==> src/rtl/bgc_pkg.sv <==
// Barrier gate controller package: state and order codes, pass structs and
// the seconds-to-milliseconds timeout threshold helper.
// No dependencies.
package bgc_pkg;

  localparam int unsigned MS_PER_S = 1000;
  localparam int unsigned THR_W    = 26;  // (65535 + 1) * 1000 fits in 26 bits

  typedef enum logic [3:0] {
    ST_INIT         = 4'd0,
    ST_CLOSED       = 4'd1,
    ST_OPEN_PULSE   = 4'd2,
    ST_OPENING      = 4'd3,
    ST_OPENING_BUSY = 4'd4,
    ST_OPEN         = 4'd5,
    ST_OPEN_BUSY    = 4'd6,
    ST_OPEN_CLEAR   = 4'd7,
    ST_CLOSE_PULSE  = 4'd8,
    ST_CLOSING      = 4'd9
  } gate_state_t;

  typedef enum logic [1:0] {
    ORD_NONE        = 2'd0,
    ORD_OPEN_AUTO   = 2'd1,
    ORD_OPEN_MANUAL = 2'd2,
    ORD_CLOSE       = 2'd3
  } order_t;

  typedef enum logic [1:0] {
    REG_RETRY_NO_LIMIT   = 2'd0,
    REG_RETRY_MOVING     = 2'd1,
    REG_OPEN_IDLE_CLOSE  = 2'd2,
    REG_OPEN_CLEAR_CLOSE = 2'd3
  } reg_index_t;

  // One timeout: enabled when the register is non-zero; fires once the
  // elapsed milliseconds reach (limit + 1) * 1000.
  typedef struct packed {
    logic             en;
    logic [THR_W-1:0] thr;
  } timeout_t;

  typedef struct packed {
    timeout_t no_limit;
    timeout_t moving;
    timeout_t idle_close;
    timeout_t clear_close;
  } timeout_set_t;

  typedef struct packed {
    logic [31:0] now_ms;
    logic [1:0]  web_order;
    logic        manual_open_press;
    logic        auto_open_press;
    logic        close_press;
    logic        limit_open;
    logic        limit_closed;
    logic        obstacle;
  } pass_in_t;

  typedef struct packed {
    gate_state_t state;
    logic        auto_mode;
    logic [31:0] entry_ms;
  } gate_ctx_t;

  typedef struct packed {
    gate_ctx_t ctx;
    logic      pulse;
  } pass_out_t;

  function automatic logic [THR_W-1:0] thr_of(input logic [15:0] limit_s);
    logic [16:0] plus1;
    logic [26:0] prod;
    plus1 = {1'b0, limit_s} + 17'd1;
    prod  = 27'(plus1) * 27'(MS_PER_S);
    return prod[THR_W-1:0];
  endfunction

endpackage

==> src/rtl/bgc_if.sv <==
// Handshake channel interfaces of the barrier gate controller: input items,
// results and configuration writes. No dependencies.
interface bgc_item_if;
  logic        valid;
  logic        ready;
  logic [31:0] now_ms;
  logic [1:0]  web_order;
  logic        manual_open_press;
  logic        auto_open_press;
  logic        close_press;
  logic        limit_open;
  logic        limit_closed;
  logic        obstacle;

  modport source(output valid, now_ms, web_order, manual_open_press, auto_open_press,
                 close_press, limit_open, limit_closed, obstacle, input ready);
  modport sink(input valid, now_ms, web_order, manual_open_press, auto_open_press,
               close_press, limit_open, limit_closed, obstacle, output ready);
endinterface

interface bgc_result_if;
  logic       valid;
  logic       ready;
  logic [3:0] gate_state;
  logic       relay_pulse;
  logic       is_closed;
  logic       auto_mode_out;

  modport source(output valid, gate_state, relay_pulse, is_closed, auto_mode_out,
                 input ready);
  modport sink(input valid, gate_state, relay_pulse, is_closed, auto_mode_out,
               output ready);
endinterface

interface bgc_cfg_if;
  logic        valid;
  logic        ready;
  logic [1:0]  index;
  logic [15:0] data;

  modport source(output valid, index, data, input ready);
  modport sink(input valid, index, data, output ready);
endinterface

==> src/rtl/bgc_step.sv <==
// One control pass of the barrier gate: order arbitration, mode update and a
// single machine transition with seconds-in-state timeouts.
// Depends on bgc_pkg.
module bgc_step import bgc_pkg::*; (
  input  pass_in_t     item,
  input  gate_ctx_t    ctx,
  input  timeout_set_t tmo,
  output pass_out_t    res
);

  order_t      order;
  logic        ord_open;
  logic        ord_close;
  logic        moved;
  logic        auto_n;
  gate_state_t st0;
  gate_state_t tgt;
  logic        enter;
  logic [31:0] diff;
  timeout_t    sel;
  logic        expired;
  logic        lo;
  logic        lc;
  logic        obs;

  assign lo  = item.limit_open;
  assign lc  = item.limit_closed;
  assign obs = item.obstacle;

  // Web order first, then buttons in rank order.
  always_comb begin
    order = order_t'(item.web_order);
    if (order == ORD_NONE) begin
      if (item.manual_open_press) order = ORD_OPEN_MANUAL;
      else if (item.auto_open_press) order = ORD_OPEN_AUTO;
      else if (item.close_press) order = ORD_CLOSE;
    end
  end

  assign auto_n    = (order != ORD_NONE) ? (order != ORD_OPEN_MANUAL) : ctx.auto_mode;
  assign ord_open  = ((order == ORD_OPEN_AUTO) || (order == ORD_OPEN_MANUAL)) && !lo;
  assign ord_close = (order == ORD_CLOSE) && !lc;
  assign moved     = ord_open || ord_close;
  assign st0       = ord_open ? ST_OPENING : (ord_close ? ST_CLOSING : ctx.state);

  // Pick the one timeout that the current state watches.
  always_comb begin
    case (st0)
      ST_OPEN_PULSE, ST_CLOSE_PULSE:            sel = tmo.no_limit;
      ST_OPENING, ST_OPENING_BUSY, ST_CLOSING:  sel = tmo.moving;
      ST_OPEN:                                  sel = tmo.idle_close;
      ST_OPEN_CLEAR:                            sel = tmo.clear_close;
      default:                                  sel = '0;
    endcase
  end

  // A state just entered by an order has zero elapsed time.
  assign diff    = item.now_ms - ctx.entry_ms;
  assign expired = !moved && sel.en && (diff >= {{(32-THR_W){1'b0}}, sel.thr});

  always_comb begin
    enter = 1'b0;
    tgt   = st0;
    case (st0)
      ST_INIT: begin
        enter = 1'b1;
        if (lc) tgt = ST_CLOSED;
        else if (lo) tgt = ST_OPEN;
        else tgt = ST_CLOSE_PULSE;
      end
      ST_OPEN_PULSE: begin
        if (!lo && !lc) begin
          enter = 1'b1; tgt = ST_OPENING;
        end else if (expired) begin
          enter = 1'b1; tgt = ST_OPEN_PULSE;
        end
      end
      ST_OPENING: begin
        if (lo) begin
          enter = 1'b1; tgt = ST_OPEN;
        end else if (lc) begin
          enter = 1'b1; tgt = ST_OPEN_PULSE;
        end else if (obs) begin
          enter = 1'b1; tgt = ST_OPENING_BUSY;
        end else if (expired) begin
          enter = 1'b1; tgt = ST_OPEN_PULSE;
        end
      end
      ST_OPENING_BUSY: begin
        if (lo) begin
          enter = 1'b1; tgt = ST_OPEN_BUSY;
        end else if (lc || expired) begin
          enter = 1'b1; tgt = ST_OPEN_PULSE;
        end
      end
      ST_OPEN: begin
        if (auto_n && obs) begin
          enter = 1'b1; tgt = ST_OPEN_BUSY;
        end else if (auto_n && expired) begin
          enter = 1'b1; tgt = ST_CLOSE_PULSE;
        end
      end
      ST_OPEN_BUSY: begin
        if (!obs) begin
          enter = 1'b1; tgt = auto_n ? ST_OPEN_CLEAR : ST_OPEN;
        end
      end
      ST_OPEN_CLEAR: begin
        if (obs) begin
          enter = 1'b1; tgt = ST_OPEN_BUSY;
        end else if (expired) begin
          enter = 1'b1; tgt = ST_CLOSE_PULSE;
        end
      end
      ST_CLOSE_PULSE: begin
        if (!lo && !lc) begin
          enter = 1'b1; tgt = ST_CLOSING;
        end else if (expired) begin
          enter = 1'b1; tgt = ST_CLOSE_PULSE;
        end
      end
      ST_CLOSING: begin
        if (lc) begin
          enter = 1'b1; tgt = ST_CLOSED;
        end else if (lo || expired) begin
          enter = 1'b1; tgt = ST_CLOSE_PULSE;
        end
      end
      default: begin
        enter = 1'b0;
        tgt   = st0;
      end
    endcase
  end

  assign res.ctx.state     = enter ? tgt : st0;
  assign res.ctx.auto_mode = auto_n;
  assign res.ctx.entry_ms  = (enter || moved) ? item.now_ms : ctx.entry_ms;
  assign res.pulse         = enter && ((tgt == ST_OPEN_PULSE) || (tgt == ST_CLOSE_PULSE));

endmodule

==> src/rtl/barrier_gate_controller.sv <==
// Barrier gate controller top level: input register, one-pass control step,
// result register and timeout configuration. Depends on bgc_pkg, bgc_if, bgc_step.
//
// Each input transfer is one control pass of the barrier machine and yields
// exactly one result transfer. The block takes one item per clock cycle when
// the result side keeps up. A taken item passes through the input register,
// then the result register, before its result is offered. While a result is
// held off, the input register keeps one more item and the input stalls.
// The one-item-per-cycle rate is set by the loop through the gate state,
// mode flag and state-entry time, which the control step reads and
// rewrites in the same cycle. Timeout registers are turned into millisecond
// thresholds as they are written, so a pass needs only one 32-bit subtract
// and compare. Write configuration only while no items are in flight. No
// start-up sweep is needed: the block is ready straight out of reset.
module barrier_gate_controller import bgc_pkg::*; (
  input  logic          clk,
  input  logic          rst,
  bgc_item_if.sink      item,
  bgc_result_if.source  result,
  bgc_cfg_if.sink       cfg
);

  // Timeout configuration, held as thresholds.
  timeout_set_t tmo;

  // Input stage
  logic     s1_valid;
  pass_in_t s1_item;

  // Machine state
  gate_ctx_t ctx;
  pass_out_t step_res;

  // Result stage
  logic        out_valid;
  gate_state_t out_state;
  logic        out_pulse;
  logic        out_auto;

  logic advance;
  logic take;

  // Advance the input stage into the result register when the latter is
  // free or being emptied this cycle.
  assign advance    = s1_valid && (!out_valid || result.ready);
  assign item.ready = !s1_valid || advance;
  assign take       = item.valid && item.ready;
  assign cfg.ready  = 1'b1;

  always_ff @(posedge clk) begin
    if (rst) begin
      tmo.no_limit.en    <= 1'b0;
      tmo.moving.en      <= 1'b0;
      tmo.idle_close.en  <= 1'b0;
      tmo.clear_close.en <= 1'b0;
    end else if (cfg.valid) begin
      case (reg_index_t'(cfg.index))
        REG_RETRY_NO_LIMIT: begin
          tmo.no_limit.en  <= (cfg.data != '0);
          tmo.no_limit.thr <= thr_of(cfg.data);
        end
        REG_RETRY_MOVING: begin
          tmo.moving.en  <= (cfg.data != '0);
          tmo.moving.thr <= thr_of(cfg.data);
        end
        REG_OPEN_IDLE_CLOSE: begin
          tmo.idle_close.en  <= (cfg.data != '0);
          tmo.idle_close.thr <= thr_of(cfg.data);
        end
        REG_OPEN_CLEAR_CLOSE: begin
          tmo.clear_close.en  <= (cfg.data != '0);
          tmo.clear_close.thr <= thr_of(cfg.data);
        end
        default: begin
          tmo.no_limit.en <= tmo.no_limit.en;
        end
      endcase
    end
  end

  // Capture the input transfer.
  always_ff @(posedge clk) begin
    if (rst) begin
      s1_valid <= 1'b0;
    end else if (take) begin
      s1_valid <= 1'b1;
    end else if (advance) begin
      s1_valid <= 1'b0;
    end
  end

  always_ff @(posedge clk) begin
    if (take) begin
      s1_item.now_ms            <= item.now_ms;
      s1_item.web_order         <= item.web_order;
      s1_item.manual_open_press <= item.manual_open_press;
      s1_item.auto_open_press   <= item.auto_open_press;
      s1_item.close_press       <= item.close_press;
      s1_item.limit_open        <= item.limit_open;
      s1_item.limit_closed      <= item.limit_closed;
      s1_item.obstacle          <= item.obstacle;
    end
  end

  bgc_step u_step (
    .item (s1_item),
    .ctx  (ctx),
    .tmo  (tmo),
    .res  (step_res)
  );

  // Commit the pass: machine state and result register move together.
  always_ff @(posedge clk) begin
    if (rst) begin
      ctx.state     <= ST_INIT;
      ctx.auto_mode <= 1'b1;
      ctx.entry_ms  <= '0;
      out_valid     <= 1'b0;
    end else begin
      if (advance) begin
        ctx       <= step_res.ctx;
        out_valid <= 1'b1;
      end else if (result.ready) begin
        out_valid <= 1'b0;
      end
    end
  end

  always_ff @(posedge clk) begin
    if (advance) begin
      out_state <= step_res.ctx.state;
      out_pulse <= step_res.pulse;
      out_auto  <= step_res.ctx.auto_mode;
    end
  end

  assign result.valid         = out_valid;
  assign result.gate_state    = out_state;
  assign result.relay_pulse   = out_pulse;
  assign result.is_closed     = (out_state == ST_CLOSED);
  assign result.auto_mode_out = out_auto;

  // A relay pulse only ever accompanies a pulse state.
  a_pulse_state: assert property (@(posedge clk) disable iff (rst)
    out_valid && out_pulse |-> (out_state == ST_OPEN_PULSE) || (out_state == ST_CLOSE_PULSE))
    else $error("relay pulse outside a pulse state");

  // The shown result is the state the machine was left in.
  a_state_tracks: assert property (@(posedge clk) disable iff (rst)
    advance |=> (ctx.state == out_state) && (ctx.auto_mode == out_auto))
    else $error("result does not match machine state");

  // The machine state only moves on a pass.
  a_state_hold: assert property (@(posedge clk) disable iff (rst)
    !advance |=> $stable(ctx))
    else $error("machine state changed without a pass");

  // Once left, the initial state is never re-entered.
  a_no_init: assert property (@(posedge clk) disable iff (rst)
    (ctx.state != ST_INIT) |=> (ctx.state != ST_INIT))
    else $error("machine returned to the initial state");

endmodule
==> src/flat_wrapper.sv <==
// flat-port wrapper written by rule: the top's interface ports become plain ports
module barrier_gate_controller_flat import bgc_pkg::*;
  (clk, rst, item_valid, item_now_ms, item_web_order, item_manual_open_press, item_auto_open_press, item_close_press, item_limit_open, item_limit_closed, item_obstacle, item_ready, result_valid, result_gate_state, result_relay_pulse, result_is_closed, result_auto_mode_out, result_ready, cfg_valid, cfg_index, cfg_data, cfg_ready);
  bgc_item_if item_i ();
  bgc_result_if result_i ();
  bgc_cfg_if cfg_i ();
  input  logic clk;
  input  logic rst;
  input wire logic [$bits(item_i.valid)-1:0] item_valid;
  input wire logic [$bits(item_i.now_ms)-1:0] item_now_ms;
  input wire logic [$bits(item_i.web_order)-1:0] item_web_order;
  input wire logic [$bits(item_i.manual_open_press)-1:0] item_manual_open_press;
  input wire logic [$bits(item_i.auto_open_press)-1:0] item_auto_open_press;
  input wire logic [$bits(item_i.close_press)-1:0] item_close_press;
  input wire logic [$bits(item_i.limit_open)-1:0] item_limit_open;
  input wire logic [$bits(item_i.limit_closed)-1:0] item_limit_closed;
  input wire logic [$bits(item_i.obstacle)-1:0] item_obstacle;
  output wire logic [$bits(item_i.ready)-1:0] item_ready;
  output wire logic [$bits(result_i.valid)-1:0] result_valid;
  output wire logic [$bits(result_i.gate_state)-1:0] result_gate_state;
  output wire logic [$bits(result_i.relay_pulse)-1:0] result_relay_pulse;
  output wire logic [$bits(result_i.is_closed)-1:0] result_is_closed;
  output wire logic [$bits(result_i.auto_mode_out)-1:0] result_auto_mode_out;
  input wire logic [$bits(result_i.ready)-1:0] result_ready;
  input wire logic [$bits(cfg_i.valid)-1:0] cfg_valid;
  input wire logic [$bits(cfg_i.index)-1:0] cfg_index;
  input wire logic [$bits(cfg_i.data)-1:0] cfg_data;
  output wire logic [$bits(cfg_i.ready)-1:0] cfg_ready;
  assign item_i.valid = item_valid;
  assign item_i.now_ms = item_now_ms;
  assign item_i.web_order = item_web_order;
  assign item_i.manual_open_press = item_manual_open_press;
  assign item_i.auto_open_press = item_auto_open_press;
  assign item_i.close_press = item_close_press;
  assign item_i.limit_open = item_limit_open;
  assign item_i.limit_closed = item_limit_closed;
  assign item_i.obstacle = item_obstacle;
  assign item_ready = item_i.ready;
  assign result_valid = result_i.valid;
  assign result_gate_state = result_i.gate_state;
  assign result_relay_pulse = result_i.relay_pulse;
  assign result_is_closed = result_i.is_closed;
  assign result_auto_mode_out = result_i.auto_mode_out;
  assign result_i.ready = result_ready;
  assign cfg_i.valid = cfg_valid;
  assign cfg_i.index = cfg_index;
  assign cfg_i.data = cfg_data;
  assign cfg_ready = cfg_i.ready;
  barrier_gate_controller u_core (.clk(clk), .rst(rst), .item(item_i), .result(result_i), .cfg(cfg_i));
endmodule
==> config.mk <==
export PLATFORM = sky130hd
export DESIGN_NAME = barrier_gate_controller_flat
export DESIGN_NICKNAME = d
export VERILOG_FILES = /design/src/rtl/bgc_pkg.sv /design/src/rtl/bgc_if.sv /design/src/rtl/bgc_step.sv /design/src/rtl/barrier_gate_controller.sv /design/src/flat_wrapper.sv
export SDC_FILE = /design/constraint.sdc
export NUM_CORES = 1
export LEC_CHECK = 0
export BUFFER_PORTS_ARGS = -buffer_cell sky130_fd_sc_hd__buf_2
export CAP_MARGIN = 10
export CORE_MARGIN = 2
export CORE_UTILIZATION = 43
export DETAILED_ROUTE_END_ITERATION = 7
export PLACE_DENSITY = 0.7
export SLEW_MARGIN = 20
export SYNTH_ARGS = -nofsm -noshare
export SYNTH_HDL_FRONTEND = slang
export SYNTH_HIERARCHICAL = 1
export SYNTH_SLANG_ARGS = --single-unit
export TNS_END_PERCENT = 5
==> constraint.sdc <==
create_clock -name clk -period 9.14 [get_ports clk]
set_input_delay 0.457 -clock clk [delete_from_list [all_inputs] [get_ports clk]]
set_output_delay 0.457 -clock clk [all_outputs]
set_load 0.05 [all_outputs]
==> results.md, run 1 <==
Run status:
- The run finished with clean final reports.

Placed design:
- The final estimated routing congestion in global placement is about 0.9.
- The count of input and output buffers is 71.
- The HPWL after detailed placement is between 15000 and 20000 um.

Timing:
- The share of the clock period used by the worst path after layout is 0.659.
- The clock arrives with about 0.013 ns of skew.
- The final setup violation count is 0.
- At the pin with the least slew margin, the transition time is 0.999 ns.
- The max-slew headroom at the worst pin is 0.334.
- Derived from the worst setup path, the maximum achievable clock frequency is approximately 170 MHz.
- The final hold violation count came to 0.
- For the finished layout, the period the worst path requires is 6.03 ns.
- The total count of max-transition violations in the final report is 0.
- Setup repair after global routing left no endpoint under its margin.
- The worst hold slack is approximately 0.19 ns.
- Adding up every negative setup slack in the final design gives 0 ns.

Clock network:
- The post-CTS setup buffer count is 0.
- The CTS sink count is approximately 180.
- The number of buffers inserted for hold repair after clock tree synthesis is 0.
- The clock latency reported for the late side of the worst-skew pair is between 0.4 and 0.5 ns.
- The CTS clock-pin slew for the worst setup and hold paths is roughly 0.08 ns.
- The number of clock buffers added by TritonCTS is 17.
- Post-CTS repair changed the size of 0 cells.
- The longest clock path from root to sink contains 2 buffers.
- TritonCTS built the clock tree.
- The tree is rooted in a clkbuf_16.
- The maximum level of the CTS H-tree is 4.

GRT:
- The first-pass GRT wire length is 44800 um.
- The initial antenna violation count is 0.
- The via count of the first global-routing pass is between 9000 and 10000.
- The final global-route overflow total is 0.
- The largest net degree at the start of global routing is 48.
- The all-layer global routing usage is 0.177.

Worst setup path:
- The worst setup slack for register-to-register paths is slightly above 3 ns.
- The required time at the endpoint of the critical path is about 9.4 ns.
- The kind of launch point of the worst setup path is a register.
- The source of the worst register-to-register timing path is u_core/s1_item[12]$_DFFE_PP_.
- The critical path in this run is classified as reg2reg.
- Along the worst path, the maximum fanout reaches 32.
- STA classifies the critical path endpoint as a register.
- The number of cells on the worst reg-to-reg path is 23.
- The critical path data arrival time is ~6.3 ns.
- The worst register-to-register path ends at u_core/ctx[1]$_SDFFE_PP0P_.

Logic synthesis:
- Among all flip-flop cells after synthesis, the most frequent one is edfxtp_1.
- The area of the mapped netlist is roughly 13000 sq um.
- During synthesis, Yosys emitted a total of 6 warnings.
- The average instance in the mapped netlist occupies around 10 sq um.
- The number of flops mapped to enable cells by yosys is between 100 and 150.
- In the synthesized netlist the async set-or-reset flop fraction comes to 0.
- Yosys mapped the design onto 80 distinct sky130hd cell types.
- The gate count of the mapped netlist is ~1200.
- In this run, synthesis produced a sequential element count of around 180.
- The sequential fraction of the synthesis area is 0.389.

Routing:
- For this block, the via count after detailed routing is roughly 9300.
- In the final routed layout, each cell accounts on average for roughly 16 um.
- The routed design has 27000 um of wire.
- The remaining routing DRC violations is 0.
- In this run the remaining antenna-violating nets after routing total 0.
- The initial DRC count is 714.
- Before antenna repair, the detailed router went through 5 iterations.
- The post-detailed-route via-to-cell ratio is about 5.4.

Final layout:
- In the final layout, the share of cells above drive strength 1 is 0.131.
- The post-route core utilization is 0.483.
- For this run, the post-layout net count is ~1500.
- The library cells used most frequently in the layout, excluding fill and tap cells, are edfxtp_1 (138), nand2_1 (135), inv_1 (131), a21oi_1 (108), ha_1 (108).
- Leaving out fill and tap cells, the most frequent cell in the layout is edfxtp_1.
- The area growth from synthesis to layout is 10.8%.
- The number of antenna diodes in the final layout is 0.

Floorplanning:
- In this run the vertical extent of the chip is roughly 180 um.
- The number of I/O pins is between 70 and 80.
- After floorplanning, the core was divided into 63 placement rows.
- The area of the core is between 20000 and 30000 sq um.
- The floorplan step set the die width to 177 um.
- The die covers about 31000 sq um.
- For this configuration, the core starts out at a cell density of 0.436.

Power:
- The fraction of power spent switching nets is 0.382.
- The cell-internal power is approximately 2300 uW.
- The part of the total power dissipated in sequential elements is 0.349.
- IR analysis of the VDD net gives a maximum drop of 0.144 mV.
- The share of total power dissipated in the clock network is 0.192.
- The net switching power of the design is 1430 uW.
- The power density of the placed cells is around 260 nW/um^2.
- The power share of the combinational group is 0.458.
- The analysis attributes to cell leakage a power of a little under 0.006 uW.

Hold path:
- The startpoint of the most critical hold path is item_auto_open_press.
- Counting instances, the worst hold path has a depth of 1.
- The worst hold path belongs to the class in2reg.
- For hold timing, the worst endpoint is u_core/s1_item[4]$_DFFE_PP_.

Run:
- The number of max-capacitance violations reported is 0.
==> registers in the layout (all words and copies together), names as in the netlist <==
signal                       flops
u_core/tmo                      96
u_core/s1_item                  40
u_core/ctx                      37
u_core/result.gate_state         4
u_core/result.auto_mode_out      1
u_core/result.relay_pulse        1
u_core/result.valid              1
u_core/s1_valid                  1
==> synthesized netlist by cell type, types with 13 or more instances <==
cell type	count	area, sq um
dfxtp_1	43	861
nand4_1	18	113
a21oi_1	108	541
clkbuf_1	22	82.6
a221oi_1	28	245
o21ai_0	29	145
mux2_4	30	450
fa_1	51	1020
xor2_1	30	263
nand3_1	22	110
ha_1	108	1350
edfxtp_1	138	4140
nor2_1	52	195
nor3_1	13	65.1
a22o_1	26	228
xnor2_1	44	385
inv_1	131	492
a21o_1	20	150
nand2_1	135	507
==> power groups by stage <==
stage	clock, uW	sequential, uW	combinational (uW)
6_report	718	1300	1710
5_1_grt	768	1310	1930
4_1_cts	734	1310	1710
3_5_place_dp	0	1320	1690
3_3_place_gp	0	1320	1630
2_1_floorplan	0	1310	1300
==> layer usage <==
metal	wire (um)	GRT usage
met1	12300	0.229
met4	495	0.0520
met3	1080	0.0236
met5	0	0
met2	13100	0.308
==> metrics by stage <==
step | total power [uW] | cell area [sq um] | instances | setup slack [ns]
finish | 3740 | 14300 | 1717 | 3.11
global route | 4020 | 14300 | 1717 | 2.70
CTS | 3750 | 14300 | 1717 | 3.03
detailed placement | 3020 | 13700 | 1685 | 3.09
global placement | 2950 | 13700 | 1685 | 3.09
floorplan | 2610 | 12900 | 1258 | 3.95
==> worst max-delay path, stage by stage (launching register included) <==
cell,delay (ns)
edfxtp_1,0.42
ha_1,0.36
a21o_1,0.21
a31o_1,0.18
a41oi_1,0.37
o31ai_2,0.24
nor2b_1,0.20
nand2b_1,0.19
a211oi_1,0.37
o21ai_0,0.16
xnor2_1,0.24
ha_1,0.28
a21o_1,0.18
a21o_1,0.17
a211oi_1,0.24
o32ai_1,0.11
a211o_1,0.24
a21oi_1,0.18
nand4_2,0.25
o21ai_4,0.29
nand2_4,0.37
mux2_4,0.43
nand2_1,0.06
a21oi_1,0.07
==> cell type report <==
| class | count | area, sq um |
|---|---|---|
| clock inverter | 14 | 155 |
| fill | 2683 | 15300 |
| timing repair buffer | 81 | 430 |
| sequential | 181 | 5000 |
| clock buffer | 18 | 439 |
| multi-input combinational | 902 | 7260 |
| inverter | 131 | 492 |
| tap | 390 | 488 |
==> cells by family after synthesis <==
family / Yosys count / share of synthesized area
AND/OR/NAND/NOR: 318 / 0.120
AO/OA/AOI/OAI: 292 / 0.152
flip-flops: 181 / 0.389
buffers and inverters: 175 / 0.0548
adder cells (fa/ha/maj): 161 / 0.186
XOR/XNOR: 78 / 0.0554
multiplexers: 40 / 0.0431
other: 2 / 0.000583
==> how the worst max path moves through the flow <==
stage,start,endpoint,slack (ns)
after floorplan,cfg_data[2],u_core/tmo[106]$_DFFE_PP_,3.95
after global placement,u_core/s1_item[4]$_DFFE_PP_,u_core/ctx[0]$_SDFFE_PP0P_,3.09
after detailed placement,u_core/s1_item[3]$_DFFE_PP_,u_core/ctx[1]$_SDFFE_PP0P_,3.09
after CTS,u_core/s1_item[3]$_DFFE_PP_,u_core/ctx[31]$_SDFFE_PP0P_,3.03
after global routing,u_core/s1_item[3]$_DFFE_PP_,u_core/ctx[31]$_SDFFE_PP0P_,2.70
final,u_core/s1_item[12]$_DFFE_PP_,u_core/ctx[1]$_SDFFE_PP0P_,3.11
No activity file was read; power rests on OpenSTA's default activity.
==> inputs of run 2 (changes only) <==
Settings changed: ABC_AREA from default to 1, PLACE_DENSITY 0.7 to 0.72.
Clock period 9.14 ns to 5.04 ns, I/O delays scaled along.
==> run 2 against run 1 <==
Net effect: synthesized area grew 7.0%; first-iteration DRC count up 9.1%; critical path depth rose by 12; global-route usage up 1.5 points.
==> results.md, run 2 <==
Run status:
- The run finished with clean final reports.

Clock network:
- For this design, the sink count on the clock tree is between 150 and 200.
- The buffer depth of the longest clock path is 2.
- The clock latency reported for the late side of the worst-skew pair is 0.44 ns.
- The H-tree was split into 4 levels.
- Clock-pin slew was measured on the worst setup and hold paths at 0.07 ns.
- The number of buffers created by CTS is 17.
- The cell sitting at the root of the clock tree is a clkbuf_16.
- The TritonCTS clock tree is done.

Floorplanning:
- Pin placement for this block handled between 70 and 80 I/O pins.
- For this configuration, the core starts out at a cell density of 0.437.
- The die is between 150 and 200 um wide.
- The die covers 33500 sq um.
- The row count is 65.
- In this run the standard cell core region covers roughly 32000 sq um.
- The floorplan step set the die height to approximately 180 um.

Worst setup path:
- The worst stage delay on the critical path is 0.43 ns.
- The type of the worst setup path is reg2reg.
- The depth of the most critical reg-to-reg path is 35.
- Along the worst path, the maximum fanout reaches 10.
- On the critical path, the stage with the largest delay is an instance of edfxtp_1.
- The source of the worst register-to-register timing path is u_core/s1_item[7]$_DFFE_PP_.
- The setup check on the worst reg-to-reg path leaves a slack of about 0.13 ns.
- STA classifies the critical path startpoint as a register.
- Data on the critical path is required at its endpoint by roughly 5.4 ns.
- The destination of the worst register-to-register timing path is u_core/ctx[11]$_SDFFE_PP0P_.
- STA classifies the critical path endpoint as a register.
- For the worst setup path, the data arrival time is 5.28 ns.

Final layout:
- The largest registers in the layout are u_core/tmo: 96 flops, u_core/s1_item: 40 flops, u_core/ctx: 37 flops.
- The repair_antennas step left the layout with diodes totalling 0.
- In the final design database the tool counted 2094 nets.
- Of the cells placed in the final design, the portion with a size suffix greater than 1 is 0.158.
- The area growth from synthesis to layout is 19.8%.
- The top cell types in the final layout, fill and taps aside, are nand2_1 (415), inv_1 (259), nor2_1 (174), edfxtp_1 (138), ha_1 (107).
- The top register by number of flip-flops is u_core/tmo.
- Leaving out fill and tap cells, the most frequent cell in the layout is nand2_1.
- The final instance area is 16500 sq um.
- The register with the most flip-flops in the layout has 96 of them.
- The post-route core utilization is 0.523.

GRT:
- Entering global routing, the biggest net connects 44 pins.
- The final global-route overflow total is 0.
- The initial antenna violation count is 0.
- For this run, the total global-route usage over all layers was measured as 0.192.
- The via count of the first global-routing pass is approximately 11000.
- The first global-routing pass estimated 52300 um of wire.

Timing:
- On the final layout, the worst hold slack is just under 0.09 ns.
- Across all setup checks in the final design, the least slack found is roughly 0.13 ns.
- The final hold violation count is 0.
- The maximum operating frequency is between 200 and 250 MHz.
- The worst path in the final design needs a cycle of about 5 ns, including I/O delays and setup.
- The share of the clock period used by the worst path after layout is 0.973.
- Setup violations remaining at the end of the flow were counted as 0.
- On the final layout, the worst clock skew is 0.00978 ns.
- The max-slew headroom at the worst pin is 0.305.
- The total count of max-transition violations in the final report is 0.
- Setup repair after global routing could not meet its margin everywhere.
- The slew at the pin with the worst max-slew slack is approximately 1.0 ns.

Run:
- Across the run, the number of max-cap violations was 0.

Hold path:
- The worst min-delay path category is in2reg.
- The endpoint of the worst hold path is u_core/s1_valid$_SDFFE_PP0P_.
- The cell count of the worst hold path is 3.
- In this run the most critical hold path is launched from item_valid.

Power:
- The fraction of power spent switching nets is 0.421.
- Cell internal power was estimated by the tool at between 4000 and 5000 uW.
- The part of the total power dissipated in sequential elements is 0.317.
- VDD sags by at most 0.267 mV.
- The power density of the placed cells is between 400 and 500 nW/um^2.
- The power share of the combinational group is 0.504.
- The net switching power of the design is around 3000 uW.
- Of the total power, the clock network draws 0.179.
- The leakage power summed over all cells is ~0.0078 uW.
- The power consumption is around 7100 uW.

Placed design:
- At the end of routability-driven placement, the weighted congestion stood at around 0.9.
- In this run the tool buffered the top-level ports with 71 buffer cells.
- Before CTS, the worst setup slack after placement is -0.137 ns.
- The placed wire-length estimate after detailed placement is around 24000 um.
- The instance area at placement is between 10000 and 15000 sq um.

Routing:
- After detailed routing, the number of remaining DRC violations is 0.
- The first routing iteration left between 700 and 800 violations.
- Dividing the detail-routed via count by the number of cells gives approximately 5.
- The total detailed-routing wirelength is ~33000 um.
- Before antenna repair, the detailed router went through 7 iterations.
- The number of nets with antenna violations after detailed routing is 0.
- Summing over every cut layer, the via total after detailed routing is ~12000.
- The wire length per cell after detailed routing is around 14 um.

Logic synthesis:
- The area of the mapped netlist is roughly 14000 sq um.
- The mean cell area of the mapped netlist is 8.13 sq um.
- The largest total area in the synthesized netlist belongs to edfxtp_1.
- The sequential fraction of the synthesis area is 0.363.
- Ranked by total cell area, the synthesized netlist is headed by edfxtp_1 (30%), nand2_1 (12%), ha_1 (9.8%).
- For this run, the number of Yosys warnings is 6.
- The number of library cell types mapped by synthesis is 57.
- The synthesis-stage register bit count is 181.
- The most frequent cell after synthesis is nand2_1.
- After technology mapping, the gate count stands at about 1700.
- Sorting the synthesized cells by how often they occur yields nand2_1 (431), inv_1 (260), nor2_1 (181).
- Yosys mapped a number of flops with a built-in enable equal to around 140.
- The share of synthesized area in the top cell type comes to 0.301.
- The share of synthesized flip-flops with an asynchronous set or reset is 0.
- The flip-flop cell with the highest count after synthesis is edfxtp_1.
[run 2: cell types whose count changed in the layout (fill, tap and decap cells not counted), moves of 40 or more]
cell           before  now
nand3_1            22   95
a21oi_1           108   64
nor2_1             52  174
buf_4              10   50
dlygate4sd3_1       0   40
inv_1             131  259
nand2_1           135  415
[run 2: layer usage]
layer,share of wire,vias up,GRT usage
met5,0,-,0
met4,0.026,0,0.0714
met3,0.045,51,0.0276
met2,0.48,340,0.330
met1,0.45,5456,0.247
li1,-,5827,-
[run 2: per-stage QoR]
step                std cells  setup TNS, ns
finish                   2287              0
global route             2287          -2.50
CTS                      2265              0
detailed placement       2186          -2.81
global placement         2186              0
floorplan                1707              0
[run 2: kinds of logic after synthesis]
| group | share of synthesized area |
|---|---|
| fa+ha+maj | 0.172 |
| simple gates | 0.245 |
| other cells | 0.000545 |
| compound gates | 0.0908 |
| buf+inv | 0.0905 |
| xor+xnor | 0.0376 |
| flops | 0.363 |
[run 2: critical path: cells and delay by family, from the launching register on]
kind	cells	cell delay, ns
flops	1	0.43
compound gates	7	1.09
simple gates	19	1.92
buf+inv	7	0.85
fa+ha+maj	2	0.53
[run 2: area by class of cell]
class                      instances  area [sq um]
sequential                       181          5000
clock buffer                      17           425
fill                            2895         15000
multi-input combinational       1212          7990
inverter                         285          1090
clock inverter                    15           136
tap                              402           503
timing repair buffer             175          1360
[run 2: worst max path at each step]
stage          cells after the start                          end                        start
6_report                          35  u_core/ctx[11]$_SDFFE_PP0P_  u_core/s1_item[7]$_DFFE_PP_
5_1_grt                           37  u_core/ctx[35]$_SDFFE_PP0P_  u_core/s1_item[7]$_DFFE_PP_
4_1_cts                           36  u_core/ctx[21]$_SDFFE_PP0P_  u_core/s1_item[3]$_DFFE_PP_
3_5_place_dp                      33  u_core/ctx[25]$_SDFFE_PP0P_  u_core/s1_item[3]$_DFFE_PP_
3_3_place_gp                      35  u_core/ctx[26]$_SDFFE_PP0P_  u_core/s1_item[3]$_DFFE_PP_
2_1_floorplan                     38   u_core/ctx[1]$_SDFFE_PP0P_  u_core/s1_item[3]$_DFFE_PP_
[run 2: repair_timing]
action / CTS / global route
cloned: 3 / 3
endpoints found under the setup margin: 36 / 41
setup buffers: 4 / 20
resized for setup: 12 / 83
endpoints found under the hold margin: 40 / 0
hold buffers: 40 / 0
pin swaps: 4 / 44
[run 2: power groups by stage]
stage / Combinational [uW] / Sequential [uW] / Clock (uW)
final: 3600 / 2270 / 1280
after global routing: 4110 / 2290 / 1350
after CTS: 3450 / 2250 / 1310
after detailed placement: 3330 / 2280 / 0
after global placement: 3220 / 2270 / 0
after floorplan: 2480 / 2280 / 0
==> inputs of run 3 (changes only) <==
Settings changed: SYNTH_HIERARCHICAL 1 to default.
==> run 3 against run 2 <==
Net effect: global-route usage down 0.72 points; clock power up 4%; worst hold slack worse by 0.077 ns; clock skew down 0.00084 ns; sequential power up 4%; fmax up 0.56%; register-to-register slack better by 0.03 ns; critical path type unchanged.
==> results.md, run 3 <==
Clock network:
- In this run the deepest clock path goes through 2 buffers.
- CTS built an H-tree with a depth of 4.
- The TritonCTS clock tree is done.
- Clock tree synthesis inserted a total of 17 buffers.
- Clock-pin slew was measured on the worst setup and hold paths at 0.07 ns.
- The clock drives about 180 sinks.
- The clock tree root buffer cell is clkbuf_16.
- The clock reaches the later pin of the worst-skew pair after approximately 0.43 ns.

Routing:
- After detailed routing, the number of remaining DRC violations is 0.
- After detailed routing, the average wire length per cell comes to between 10 and 15 um.
- The number of nets with antenna violations after detailed routing is 0.
- The number of vias after detailed routing is roughly 10000.
- The post-detailed-route via-to-cell ratio is about 4.9.
- The first TritonRoute pass finished after 6 iterations.
- The total detailed-routing wirelength is 30100 um.
- The initial DRC count is around 550.

Logic synthesis:
- In this run, synthesis inferred about 140 flip-flops with an integrated enable.
- For this run, the number of Yosys warnings is 0.
- The flip-flop cell with the highest count after synthesis is edfxtp_1.
- Synthesis produced a netlist whose cell count is approximately 1500.
- After synthesis, the cell types taking the most area are edfxtp_1 (32%), ha_1 (11%), fa_1 (8.9%).
- The sequential fraction of the synthesis area is 0.382.
- The synthesis-stage register bit count is 181.
- The number of library cell types mapped by synthesis is between 50 and 60.
- Among all cell types in the netlist, the one instantiated most often is nand2_1.
- The area of the mapped netlist is roughly 13000 sq um.
- The largest area contributor in the synthesized netlist is edfxtp_1.
- The area share of the largest cell type after synthesis is 0.316.
- In the synthesized netlist, the cells that appear most often are nand2_1 (285), inv_1 (259), edfxtp_1 (138).
- Counting every net in the synthesized netlist gives between 1500 and 2000.
- The share of synthesized flip-flops with an asynchronous set or reset is 0.
- In this run the mean area of a mapped cell was 9.03 sq um.

Worst setup path:
- The kind of launch point of the worst setup path is a register.
- For this design, the slowest cell found on the critical path is edfxtp_1.
- The worst setup path is captured at a register.
- The worst stage delay on the critical path is approximately 0.39 ns.
- The type of the worst setup path is reg2reg.
- The depth of the most critical reg-to-reg path is 36.
- The critical path data arrival time is about 5.2 ns.
- By instance count, the cell type seen most on the critical path is nand2_1.
- The family with the most delay on the worst path is simple AND/OR/NAND/NOR gates.
- The maximum fanout count along the critical path is 13.
- The critical path contains buffers and inverters numbering 7 combined.
- The critical path crosses 36 cells after its start point.
- STA puts the critical path data required time at around 5.4 ns.

Floorplanning:
- The area of the die is 31900 sq um.
- The horizontal die dimension is approximately 180 um.
- The vertical die dimension is ~180 um.
- The core region is 29800 sq um.
- Pin placement for this block handled 73 I/O pins.
- After floorplanning, the core was divided into between 60 and 70 placement rows.
- The initial utilization of the core area, before any placement, comes to 0.439.

Final layout:
- With fillers left out, the area of the finished cells amounts to about 17000 sq um.
- 0 antenna diodes ended up in the layout.
- The area growth from synthesis to layout is 26.7%.
- In the final layout, the registers with the most flip-flops are u_core.tmo: 96 flops, u_core.s1_item: 40 flops, u_core.ctx: 37 flops.
- Leaving out fill and tap cells, the most frequent cells in the layout are nand2_1 (278), inv_1 (255), buf_4 (143), edfxtp_1 (138), ha_1 (105).
- u_core.tmo holds more flip-flops than any other register.
- The fraction of layout instances using a drive strength above 1 is 0.244.
- The register with the most flip-flops in the layout has 96 of them.
- The number of nets at the end of the flow is roughly 1900.
- Leaving out fill and tap cells, the most frequent cell in the layout is nand2_1.

Placed design:
- The placed wire-length estimate after detailed placement is between 20000 and 25000 um.
- Prior to clock tree synthesis, the placed netlist has a worst setup slack of -0.367 ns.
- After detailed placement, the total cell area comes to ~15000 sq um.
- The count of input and output buffers is between 70 and 80.
- The final estimated routing congestion in global placement is 0.937.

Hold path:
- The worst min-delay path category is in2reg.
- Counting instances, the worst hold path has a depth of 1.

Power:
- Of the total power, combinational logic draws 0.531.
- The cell-internal power is between 4000 and 5000 uW.
- In this run the power density over the cells is 476 nW/um^2.
- Of the total power, the share spent switching nets is 0.379.
- The worst ir drop on vdd is 0.302 mV.
- The analysis attributes to cell leakage a power of roughly 0.0076 uW.
- The share of total power dissipated in sequential elements is 0.301.
- The analysis attributes to net switching a power of 2990 uW.
- The share of total power dissipated in the clock network is 0.168.

GRT:
- The first-pass GRT wire length is 47700 um.
- The via count of the first global-routing pass was 10300.
- Entering global routing, the biggest net connects 54 pins.
- The initial antenna violation count is 0.
- The final global-route overflow total is 0.
- Across every metal layer, demand over resource in global routing totals 0.185.

Timing:
- The clock arrives with a little under 0.009 ns of skew.
- The final hold violation count is 0.
- Setup repair after global routing could not meet its margin everywhere.
- The time the worst path needs with I/O delays and setup is just under 5 ns.
- The post-route worst setup slack is approximately 0.16 ns.
- Dividing the final minimum period by the clock period gives 0.968.
- The total count of max-transition violations in the final report is 0.
- Measured against its own limit, the worst slew margin works out to 0.312.
- Setup violations remaining at the end of the flow were counted as 0.
- The slew at the pin with the worst max-slew slack is ~1.0 ns.
- For this run, the top clock speed supported by timing is 205 MHz.

Run:
- Max-cap violations in this run came to 0.

Run status:
- The run finished with clean final reports.
run 3: cell count changes in the layout (fill, tap and decap cells not counted), sizes merged, moves of 10 or more:
| cell | delta |
|---|---|
| inv | -10 |
| a21oi | +37 |
| conb | -12 |
| buf | +89 |
| o21ai | -21 |
| nor2 | -83 |
| nand2 | -154 |
| nand3 | -25 |
run 3: power by group through the flow:
| stage | Clock [uW] | Combinational [uW] | Sequential (uW) |
|---|---|---|---|
| after floorplan | 0 | 2420 | 2390 |
| after global placement | 0 | 3720 | 2380 |
| after detailed placement | 0 | 3860 | 2390 |
| after CTS | 1340 | 3910 | 2360 |
| after global routing | 1400 | 4730 | 2390 |
| final | 1330 | 4190 | 2370 |
run 3: worst paths after layout:
path                                                  start                      endpoint  slack, ns
worst max-delay path            u_core.s1_item[4]$_DFFE_PP_   u_core.ctx[31]$_SDFFE_PP0P_       0.16
worst min-delay path                        item_now_ms[22]  u_core.s1_item[30]$_DFFE_PP_       0.01
worst max register to register  u_core.s1_item[4]$_DFFE_PP_   u_core.ctx[31]$_SDFFE_PP0P_       0.16
worst min register to register  u_core.ctx[15]$_SDFFE_PP0P_   u_core.ctx[15]$_SDFFE_PP0P_       0.49
run 3: repair_timing:
| item | CTS | global route |
|---|---|---|
| hold buffers | 32 | 3 |
| gates cloned | 0 | 5 |
| pin swaps | 3 | 37 |
| endpoints found under the hold margin | 32 | 3 |
| setup buffers | 0 | 13 |
| setup endpoints to repair | 39 | 69 |
| resized for setup | 12 | 80 |
run 3: metrics by stage:
stage | setup TNS [ns] | hold WS (ns) | total power, uW | util | std cells
finish | 0 | 0.0109 | 7890 | 0.557 | 2108
CTS | -0.00362 | 0.00141 | 7620 | 0.536 | 2087
floorplan | -0.0126 | 0.351 | 4800 | - | 1450
global placement | -3.79 | 0.430 | 6100 | 0.504 | 2023
global route | -4.09 | 0.00166 | 8520 | 0.557 | 2108
detailed placement | -13.52 | 0.430 | 6250 | 0.504 | 2023
run 3: final cells by class:
class | instances | area (sq um)
clock buffers | 18 | 429
clock inverters | 14 | 160
fillers | 2566 | 13200
inverters | 272 | 1050
multi-input cells | 971 | 7420
flip-flops and latches | 181 | 5000
well taps | 390 | 488
repair buffers | 262 | 2040
run 3: cell families (layout without fill, tap and decap cells):
kind of cell,after synthesis,in the layout,share of synthesized area
buffers and inverters,298,566,0.0907
AOI/OAI and AO/OA,215,215,0.0997
DFF,181,181,0.382
and+or+nand+nor,529,529,0.195
adders and majority gates,168,168,0.194
other,1,1,0.000286
xor gates and xnor gates,58,58,0.0388
run 3: layer usage:
metal | track usage | vias to the layer above | wire length (um)
met5 | 0 | - | 0
met2 | 0.335 | 175 | 15200
li1 | - | 5271 | -
met4 | 0.0349 | 0 | 428
met1 | 0.238 | 4922 | 13600
met3 | 0.0226 | 20 | 887
